--- src/hdl/ipm_pkg.sv ---
// ----------------------------------------------------------------------------
// ipm_pkg
// Shared types and constants for the integer polynomial multiplier.
// ----------------------------------------------------------------------------
package ipm_pkg;

  localparam int COEF_W  = 32;
  localparam int POWER_W = 5;

  localparam logic OP_LOAD_FIRST  = 1'b0;
  localparam logic OP_LOAD_SECOND = 1'b1;

  // Control that travels with each multiply-accumulate term.
  typedef struct packed {
    logic valid;
    logic first;
    logic last;
  } mac_ctl_t;

endpackage

--- src/hdl/ipm_mac.sv ---
// ----------------------------------------------------------------------------
// ipm_mac
// Two-stage multiply-accumulate: a registered 32x32 product (low 32 bits),
// then an accumulator that restarts on the first term of a coefficient.
// ----------------------------------------------------------------------------
module ipm_mac import ipm_pkg::*; (
  input  logic              clk,
  input  logic              rst_n,
  input  mac_ctl_t          ctl_i,
  input  logic [COEF_W-1:0] a_i,
  input  logic [COEF_W-1:0] b_i,
  output logic [COEF_W-1:0] sum_o,
  output logic              done_o
);

  mac_ctl_t          ctl1_r;
  logic [COEF_W-1:0] prod_r;
  logic [COEF_W-1:0] acc_r;
  logic              done_r;

  always_ff @(posedge clk) begin
    if (!rst_n) begin
      ctl1_r <= '0;
      done_r <= 1'b0;
    end else begin
      ctl1_r <= ctl_i;
      done_r <= ctl1_r.valid && ctl1_r.last;
    end
  end

  // Only the low word of the product is kept; it is the same for signed
  // and unsigned operands.
  always_ff @(posedge clk) begin
    prod_r <= a_i * b_i;
    if (ctl1_r.valid) begin
      acc_r <= ctl1_r.first ? prod_r : acc_r + prod_r;
    end
  end

  assign sum_o  = acc_r;
  assign done_o = done_r;

endmodule

--- src/hdl/integer_polynomial_multiply.sv ---
// Loads are accepted back to back while idle; the input is stalled while a product runs.
// Output power k issues n_k = min(k, da) - max(0, k - db) + 1 terms through
// the one shared multiplier, then passes the operand, product and accumulator registers.
// A full run of degree 15 by 15 issues 256 terms.
// Reset clears the counts, the overflow flag and the handshakes; the stores
// are not swept, since the counts keep unwritten entries from being read.
// ----------------------------------------------------------------------------
// integer_polynomial_multiply
// Loads two coefficient stores and, on a second-polynomial load marked last,
// streams their product one output coefficient at a time, from power zero up to the sum of the degrees.
// ----------------------------------------------------------------------------
module integer_polynomial_multiply import ipm_pkg::*; #(
  parameter int MAX_DEGREE = 15
) (
  input  logic                      clk,
  input  logic                      rst_n,
  input  logic                      in_valid,
  output logic                      in_stall,
  input  logic                      in_operation,
  input  logic signed [COEF_W-1:0]  in_coefficient,
  input  logic                      in_last,
  output logic                      out_valid,
  input  logic                      out_stall,
  output logic signed [COEF_W-1:0]  out_product_coefficient,
  output logic [POWER_W-1:0]        out_power,
  output logic                      out_final_term,
  output logic                      out_overflow
);

  localparam int DEPTH = MAX_DEGREE + 1;
  localparam int CNT_W = $clog2(DEPTH + 1);
  localparam int IDX_W = $clog2(DEPTH);
  localparam int K_W   = $clog2(2 * MAX_DEGREE + 1);

  typedef enum logic [1:0] {
    ST_IDLE,
    ST_ISSUE,
    ST_WAIT,
    ST_EMIT
  } state_t;

  state_t             state_r;
  logic [CNT_W-1:0]   first_count_r;
  logic [CNT_W-1:0]   second_count_r;
  logic               overflow_r;
  logic [K_W-1:0]     k_r;
  logic [IDX_W-1:0]   i_r;
  logic               first_r;
  logic               out_valid_r;
  logic [COEF_W-1:0]  out_coef_r;
  logic [POWER_W-1:0] out_power_r;
  logic               out_final_r;
  logic               out_overflow_r;

  logic [COEF_W-1:0]  first_mem [DEPTH];
  logic [COEF_W-1:0]  second_mem [DEPTH];
  logic [COEF_W-1:0]  a_q;
  logic [COEF_W-1:0]  b_q;
  mac_ctl_t           ctl_q;

  logic               in_acc;
  logic               first_full;
  logic               second_full;
  logic               wr_first;
  logic               wr_second;
  logic [IDX_W-1:0]   da;
  logic [IDX_W-1:0]   db;
  logic [K_W-1:0]     top;
  logic [K_W-1:0]     kn;
  logic [IDX_W-1:0]   i_lo_n;
  logic [IDX_W-1:0]   i_hi;
  logic [IDX_W-1:0]   rd_b;
  logic               last_issue;
  logic               is_final;
  logic               out_free;
  logic               emit;
  mac_ctl_t           ctl_issue;
  logic [COEF_W-1:0]  a_op;
  logic [COEF_W-1:0]  b_op;
  logic [COEF_W-1:0]  mac_sum;
  logic               mac_done;

  assign in_stall = (state_r != ST_IDLE);
  assign in_acc   = in_valid && !in_stall;

  always_comb begin
    first_full  = (first_count_r == CNT_W'(DEPTH));
    second_full = (second_count_r == CNT_W'(DEPTH));
    wr_first    = in_acc && (in_operation == OP_LOAD_FIRST) && !first_full;
    wr_second   = in_acc && (in_operation == OP_LOAD_SECOND) && !second_full;

    // An empty polynomial behaves as the single coefficient zero.
    da = (first_count_r == '0) ? '0 : IDX_W'(first_count_r - CNT_W'(1));
    db = (second_count_r == '0) ? '0 : IDX_W'(second_count_r - CNT_W'(1));
    top = K_W'(da) + K_W'(db);

    // Only the terms i with 0 <= k - i <= db are issued.
    kn     = k_r + K_W'(1);
    i_lo_n = (kn > K_W'(db)) ? IDX_W'(kn - K_W'(db)) : '0;
    i_hi   = (k_r < K_W'(da)) ? IDX_W'(k_r) : da;
    rd_b   = IDX_W'(k_r - K_W'(i_r));

    last_issue = (i_r == i_hi);
    is_final   = (k_r == top);
    out_free   = !out_valid_r || !out_stall;
    emit       = ((state_r == ST_WAIT && mac_done) || state_r == ST_EMIT) && out_free;

    ctl_issue.valid = (state_r == ST_ISSUE);
    ctl_issue.first = first_r;
    ctl_issue.last  = last_issue;

    a_op = (first_count_r == '0) ? '0 : a_q;
    b_op = (second_count_r == '0) ? '0 : b_q;
  end

  always_ff @(posedge clk) begin
    if (wr_first) begin
      first_mem[IDX_W'(first_count_r)] <= in_coefficient;
    end
    a_q <= first_mem[i_r];
  end

  always_ff @(posedge clk) begin
    if (wr_second) begin
      second_mem[IDX_W'(second_count_r)] <= in_coefficient;
    end
    b_q <= second_mem[rd_b];
  end

  always_ff @(posedge clk) begin
    if (!rst_n) begin
      state_r        <= ST_IDLE;
      first_count_r  <= '0;
      second_count_r <= '0;
      overflow_r     <= 1'b0;
      out_valid_r    <= 1'b0;
      ctl_q          <= '0;
      first_r        <= 1'b0;
    end else begin
      ctl_q <= ctl_issue;
      if (out_valid_r && !out_stall && !emit) begin
        out_valid_r <= 1'b0;
      end
      unique case (state_r) inside
        ST_IDLE: begin
          if (in_acc) begin
            if (in_operation == OP_LOAD_FIRST) begin
              if (first_full) begin
                overflow_r <= 1'b1;
              end else begin
                first_count_r <= first_count_r + CNT_W'(1);
              end
            end else begin
              if (second_full) begin
                overflow_r <= 1'b1;
              end else begin
                second_count_r <= second_count_r + CNT_W'(1);
              end
              if (in_last) begin
                state_r <= ST_ISSUE;
                k_r     <= '0;
                i_r     <= '0;
                first_r <= 1'b1;
              end
            end
          end
        end
        ST_ISSUE: begin
          first_r <= 1'b0;
          if (last_issue) begin
            state_r <= ST_WAIT;
          end else begin
            i_r <= i_r + IDX_W'(1);
          end
        end
        ST_WAIT, ST_EMIT: begin
          if (emit) begin
            out_valid_r    <= 1'b1;
            out_coef_r     <= mac_sum;
            out_power_r    <= POWER_W'(k_r);
            out_final_r    <= is_final;
            out_overflow_r <= overflow_r;
            if (is_final) begin
              first_count_r  <= '0;
              second_count_r <= '0;
              overflow_r     <= 1'b0;
              state_r        <= ST_IDLE;
            end else begin
              k_r     <= kn;
              i_r     <= i_lo_n;
              first_r <= 1'b1;
              state_r <= ST_ISSUE;
            end
          end else if (state_r == ST_WAIT && mac_done) begin
            state_r <= ST_EMIT;
          end
        end
        default: begin
          state_r <= ST_IDLE;
        end
      endcase
    end
  end

  ipm_mac u_mac (
    .clk    (clk),
    .rst_n  (rst_n),
    .ctl_i  (ctl_q),
    .a_i    (a_op),
    .b_i    (b_op),
    .sum_o  (mac_sum),
    .done_o (mac_done)
  );

  assign out_valid               = out_valid_r;
  assign out_product_coefficient = out_coef_r;
  assign out_power               = out_power_r;
  assign out_final_term          = out_final_r;
  assign out_overflow            = out_overflow_r;

`ifndef ASSERT_OFF
  // A finished sum only arrives while the sequencer is waiting for it.
  a_done_in_wait: assert property (@(posedge clk) disable iff (!rst_n)
    mac_done |-> state_r == ST_WAIT)
    else $error("accumulated sum finished outside the wait state");

  // Every issued term reads inside both loaded polynomials.
  a_issue_range: assert property (@(posedge clk) disable iff (!rst_n)
    ctl_issue.valid |-> (i_r <= da) && (rd_b <= db))
    else $error("term read outside the loaded coefficients");

  // A result is never loaded over one that is still stalled.
  a_no_overwrite: assert property (@(posedge clk) disable iff (!rst_n)
    emit |-> !(out_valid_r && out_stall))
    else $error("output register overwritten while stalled");

  // The final coefficient of a run leaves both stores empty.
  a_clear_after_run: assert property (@(posedge clk) disable iff (!rst_n)
    (emit && is_final) |=> (first_count_r == '0) && (second_count_r == '0) && !overflow_r)
    else $error("counts not cleared after the final coefficient");
`endif

endmodule

--- config.mk ---
export PLATFORM = sky130hd
export DESIGN_NAME = integer_polynomial_multiply
export DESIGN_NICKNAME = d
export VERILOG_FILES = /design/src/hdl/ipm_pkg.sv /design/src/hdl/ipm_mac.sv /design/src/hdl/integer_polynomial_multiply.sv
export SDC_FILE = /design/constraint.sdc
export NUM_CORES = 2
export LEC_CHECK = 0
export BUFFER_PORTS_ARGS = -buffer_cell sky130_fd_sc_hd__buf_4
export CORE_UTILIZATION = 27
export DETAILED_ROUTE_END_ITERATION = 7
export GPL_TIMING_DRIVEN = 0
export PLACE_DENSITY = 0.47
export SLEW_MARGIN = 15
export SYNTH_ARGS = -nofsm -noshare
export SYNTH_HDL_FRONTEND = slang
export SYNTH_SLANG_ARGS = --single-unit
--- constraint.sdc ---
create_clock -name clk -period 10.1 [get_ports clk]
set_clock_uncertainty 0.1 [all_clocks]
set_input_delay 1.01 -clock clk [delete_from_list [all_inputs] [get_ports clk]]
set_output_delay 1.01 -clock clk [all_outputs]
set_load 0.005 [all_outputs]
* After elaboration in Yosys (flattened, before gate mapping) *
Memories as Yosys holds them, arrays and structs flattened. A register that Yosys moved wholly into a read port is not among the register bits.
Index checks and enable logic that the tools add are counted.

storage, ports and cells
  logic and storage cells = 149
  bits in writable memories = 1024
  output and inout port bits = 41
  memories = 2
  register bits = 134

cells by class
  bitwise logic cells = 1
  mux-type cells = 58
  eq/ne operators = 21
  $mul = 1
  add/subtract/negate cells = 10
  reduce and logical (&&, ||, !) cells = 33
  order comparisons = 2

memories
  memory      words  bits a word  read ports  clocked after Yosys merged registers in  wr ports  line                               text
  first_mem   16     32           1           1                                        1         integer_polynomial_multiply.sv:55  logic [COEF_W-1:0] first_mem [DEPTH];
  second_mem  16     32           1           1                                        1         integer_polynomial_multiply.sv:56  logic [COEF_W-1:0] second_mem [DEPTH];

operators with widths
  kind                   count
  $mux W32               3
  $mux W5                13
  $mux W4                10
  $add A32 B32 Y32       1
  $mul A32 B32 Y32       1
  $pmux W5 S2            3
  $reduce_and A6 Y1      4
  $ne A2 B2 Y1 const B   11
  $mux W1                19
  $add A5 B1 Y5 const B  3
  $mux W2                6
  $pmux W4 S3            1
  $eq A5 B5 Y1 const B   2
  $logic_and A1 B1 Y1    10
  $logic_not A5 Y1       2
  $ne A3 B3 Y1 const B   3
  $reduce_and A8 Y1      1
  $sub A4 B1 Y4 const B  2
  $sub A4 B4 Y4          2
  $reduce_and A7 Y1      1
  $logic_not A1 Y1       6
  $pmux W2 S3            1
  $add A4 B4 Y5          1
  $eq A5 B5 Y1           1
  16 further kinds       19

* Longest topological paths before layout *
  depth in word-level cells = 9
  gate-level depth with buffers = 35

* Modules after synthesis *
A second synthesis with hierarchy kept.

second synthesis, totals
  cells, all modules = 3989
  area, all modules = 62820.2 sq um

by module, submodules not included
  module                       instances  sequential area each (sq um)  area each (sq um)  cells each
  integer_polynomial_multiply  1          33832.4                       43576.8            1875
  ipm_mac                      1          1681.6                        19243.5            2114

* Worst setup path after synthesis *
No wires, ideal clock.

  kind = register to register
  start = register second_count_r[0]
  end = register u_mac.prod_r[31]
  data arrival time = 8074 ps
  data required time = 9880 ps
  path buffers = 4
  cell stages (with the launch flop) = 32
  setup slack = 1805 ps
  setup time = 120 ps
  cell sequence = dfxtp_1 > inv_1 > ha_1 > or4b_4 > buf_6 > buf_2 > clkbuf_1 > nand2_1 > clkbuf_1 > nor2_1 > fa_1 > fa_1 > fa_1 > inv_1 > fa_1 > inv_1 > fa_1 > inv_1 > fa_1 > inv_1 > fa_1 > fa_1 > ha_1 > a21o_1 > a21o_1 > a21o_1 > a21oi_1 > a21oi_1 > a211oi_1 > o21ai_0 > a21oi_1 > xnor2_1

between the ends
  cells in the longest elaborated chain, start to end = 3

ends and longest elaborated chain
  what                    line                                text
  start, declared         integer_polynomial_multiply.sv:44   logic [CNT_W-1:0] second_count_r;
  start signal, assigned  integer_polynomial_multiply.sv:157  second_count_r <= second_count_r + CNT_W'(1);
  $logic_not A5 Y1        integer_polynomial_multiply.sv:113  b_op = (second_count_r == '0) ? '0 : b_q;
  $mux W32                integer_polynomial_multiply.sv:113
  $mul A32 B32 Y32        ipm_mac.sv:34                       prod_r <= a_i * b_i;
  end signal, assigned    ipm_mac.sv:34
  end, declared           ipm_mac.sv:17                       logic [COEF_W-1:0] prod_r;

Every way passes these cells.
A chain may end at the register's enable or synchronous reset.

* Final worst setup path *
Ends and elaborated chain as after synthesis.

==> results.txt <==
WP data arrival: 10.21 ns
Fin Hold WS: 0.332 ns
Clock tree buffer depth: 3
HP Start: ctl_q[0]
Synth area leader: edfxtp_1
Max incr delay on CP: 0.55 ns
Initial Util: 0.272
Post-route ant nets: 0
DP HPWL: 131000 um
H-tree depth: 4
Worst R2R Start: second_count_r[0]
Pins over their slew limit: 0
Top cell type's share of synthesized area: 0.534
Synth warnings: 0
Hold Buf Count CTS: 0
Area of the die: 232000 um^2
Num CTS Buffers: 132
Total I/O pin count: 79
Synth Area in Simple Gates: 0.0633
Wire length per cell: 24.0 um
Cells after DPL: 7134
Post-route DRC: 0
Seq/Total Area, Yosys: 0.573
Yosys reg bits: 1222
Final hold violation count: 0
Largest family of logic cells by synthesized area: adder cells
Syn Area/Cell: 15.6 um^2
Number of buffers and inverters on the critical path: 9
Global-route total usage across every layer: 0.155
Synth area leaders: edfxtp_1, fa_1, mux4_2, dfxtp_1, ha_1
Die Span Y: 481 um
Crit-path leading delay family: adder cells
EDFF count, synth: 1104
Ys async rst share: 0
Pre-Repair DR Iteration Count: 5
Largest net degree at the start of global routing: 33
Vias in the first global route: 36100
Port bufs: 77
Crit path kind: reg2reg
Synth Area in Adders: 0.169
GP Congestion: 0.918
Layout Cells excl Fill: 7377
Worst slew pin tran: 1.11 ns
Number of fill cells: 22400
TNS Setup: 0 ns
Setup-failing EPs final: 0
Crit end category: flop
First-pass GRT wire length: 258000 um
Syn_nets: 4616
Die width: 481 um
Clock tree sinks: 1222
Site Rows: 175
WP data required: 10.67 ns
Status: complete, no violations
Antenna violations before repair: 12
Top FF cell, synth: edfxtp_1
Leakage power: 0.0252 uW
Routed via count: 34100
Fin crit share: 0.954
Critical path's slowest cell: or4b_4
Total Wirelength: 177000 um
CTS tree: built
Core footprint: 228000 um^2
Maximum vdd drop: 0.000138 V
Netlist cell types: 65
FMAX: 104 MHz
Top-count cell post-synth: edfxtp_1
CTS root buf: clkbuf_16
List of most frequent post-synthesis cells: edfxtp_1, fa_1, inv_1
DR iter-0 viols: 2626
Most numerous cell on the critical path: fa_1
Layout cells sized above 1: 0.166
Post-synthesis compound-gate area fraction: 0.0220
Mux contribution to synthesized area: 0.117
Area growth from synthesis to layout: 16.5%
Unrepaired setup endpoints after global routing: no
Startpoint type of the worst setup path: flop
NumNets Final: 4888
PwrDens: 169 nW/um^2
Setup crit start: second_count_r[0]
Clock transition at the registers of the reported paths: 0.06 ns
Clock latency at the later pin of the worst-skew pair: 0.79 ns
Post-synthesis instance total: 3986
Minimum clock period: 9.63 ns
Post-Synth XOR/XNOR Area: 0.0195
Synthesized cell area: 62000 um^2
Crit-path max FO: 10
Max transition margin: 0.261
Worst Hold Class: reg2reg
MaxCap Viol Count: 0
Vias per cell: 4.62
GRT overflow: 0
kinds of logic (layout without fill, tap and decap cells):
group,after synthesis,in the layout
AO/OA/AOI/OAI,215,215
XOR/XNOR,134,134
adder cells (fa/ha/maj),592,592
buffers and inverters,584,965
flip-flops,1222,1222
multiplexers,327,327
other,0,1
AND/OR/NAND/NOR,912,912
routing by layer:
layer	GRT usage	vias to the layer above	wire length (um)	share of wire
li1	-	14800	-	-
met1	0.211	18200	79300	0.45
met5	0	-	39	0.00022
met4	0.0406	6	4030	0.023
met2	0.257	817	85700	0.48
met3	0.0214	201	7960	0.045
worst paths after layout:
| check | end | slack [ns] | cells after the start |
|---|---|---|---|
| worst max-delay path | u_mac.prod_r[31] | 0.47 | 31 |
| worst max register to register | u_mac.prod_r[31] | 0.47 | 31 |
| worst min register to register | u_mac.ctl1_r[0] | 0.33 | 1 |
| worst min-delay path | u_mac.ctl1_r[0] | 0.33 | 1 |
what timing repair did:
action,CTS,global route
gates resized for setup,0,3
buffers inserted,0,0
endpoints found under the setup margin,0,4
endpoints found under the hold margin,0,0
power breakdown:
part | switching [uW] | leakage (uW) | total (uW) | internal (uW)
combinational | 941 | 0.0121 | 1520 | 580
clock | 2110 | 0.00214 | 4920 | 2810
sequential | 97.6 | 0.0109 | 5730 | 5630
total | 3150 | 0.0252 | 12200 | 9020
area by class of cell:
| cell class | instances | area, um^2 | share of cell area |
|---|---|---|---|
| sequential | 1222 | 35500 | 0.492 |
| multi-input combinational | 2180 | 24500 | 0.340 |
| tap | 3009 | 3760 | 0.0521 |
| clock buffer | 174 | 3550 | 0.0492 |
| timing repair buffer | 139 | 1710 | 0.0236 |
| inverter | 406 | 1520 | 0.0211 |
| clock inverter | 69 | 916 | 0.0127 |
| buffer | 177 | 723 | 0.0100 |
| antenna | 1 | 2.50 | 0.0000346 |
state kept, by name, indices dropped and copies added, names as in the netlist, 2 cells and up:
register	count
i_r	4
ctl_q	3
state_r	2
k_r	5
a_q	32
second_count_r	5
first_mem	512
first_count_r	5
u_mac.prod_r	32
u_mac.ctl1_r	3
out_product_coefficient	32
u_mac.sum_o	32
second_mem	512
out_power	5
b_q	32
cells in the final DEF (no fill, tap or decap), types with 27 or more instances in the layout:
master / synthesis / final
inv_1: 406 / 406
dfxtp_1: 118 / 117
nor2_4: 0 / 28
and2_1: 51 / 50
clkinv_1: 0 / 27
xnor2_1: 95 / 94
mux4_2: 320 / 320
nor2_1: 387 / 359
nand3_1: 58 / 58
clkbuf_16: 0 / 133
edfxtp_1: 1104 / 1104
a21oi_1: 56 / 56
o21ai_0: 55 / 55
xor2_1: 35 / 34
nand2_1: 306 / 305
fa_1: 412 / 412
ha_1: 180 / 180
clkbuf_1: 145 / 170
buf_4: 0 / 92
stage by stage:
step                total power [uW]  worst slack (ns)   util  cell area, um^2
finish                         12200             0.466  0.317            72200
CTS                            12300             0.202  0.317            72200
detailed placement              7370             0.177  0.297            67800
global placement                7340             0.145  0.291            66400
floorplan                       6750              1.81      -            62000
global route                   12600            0.0375  0.317            72200
(Power assumes the default switching activity.)
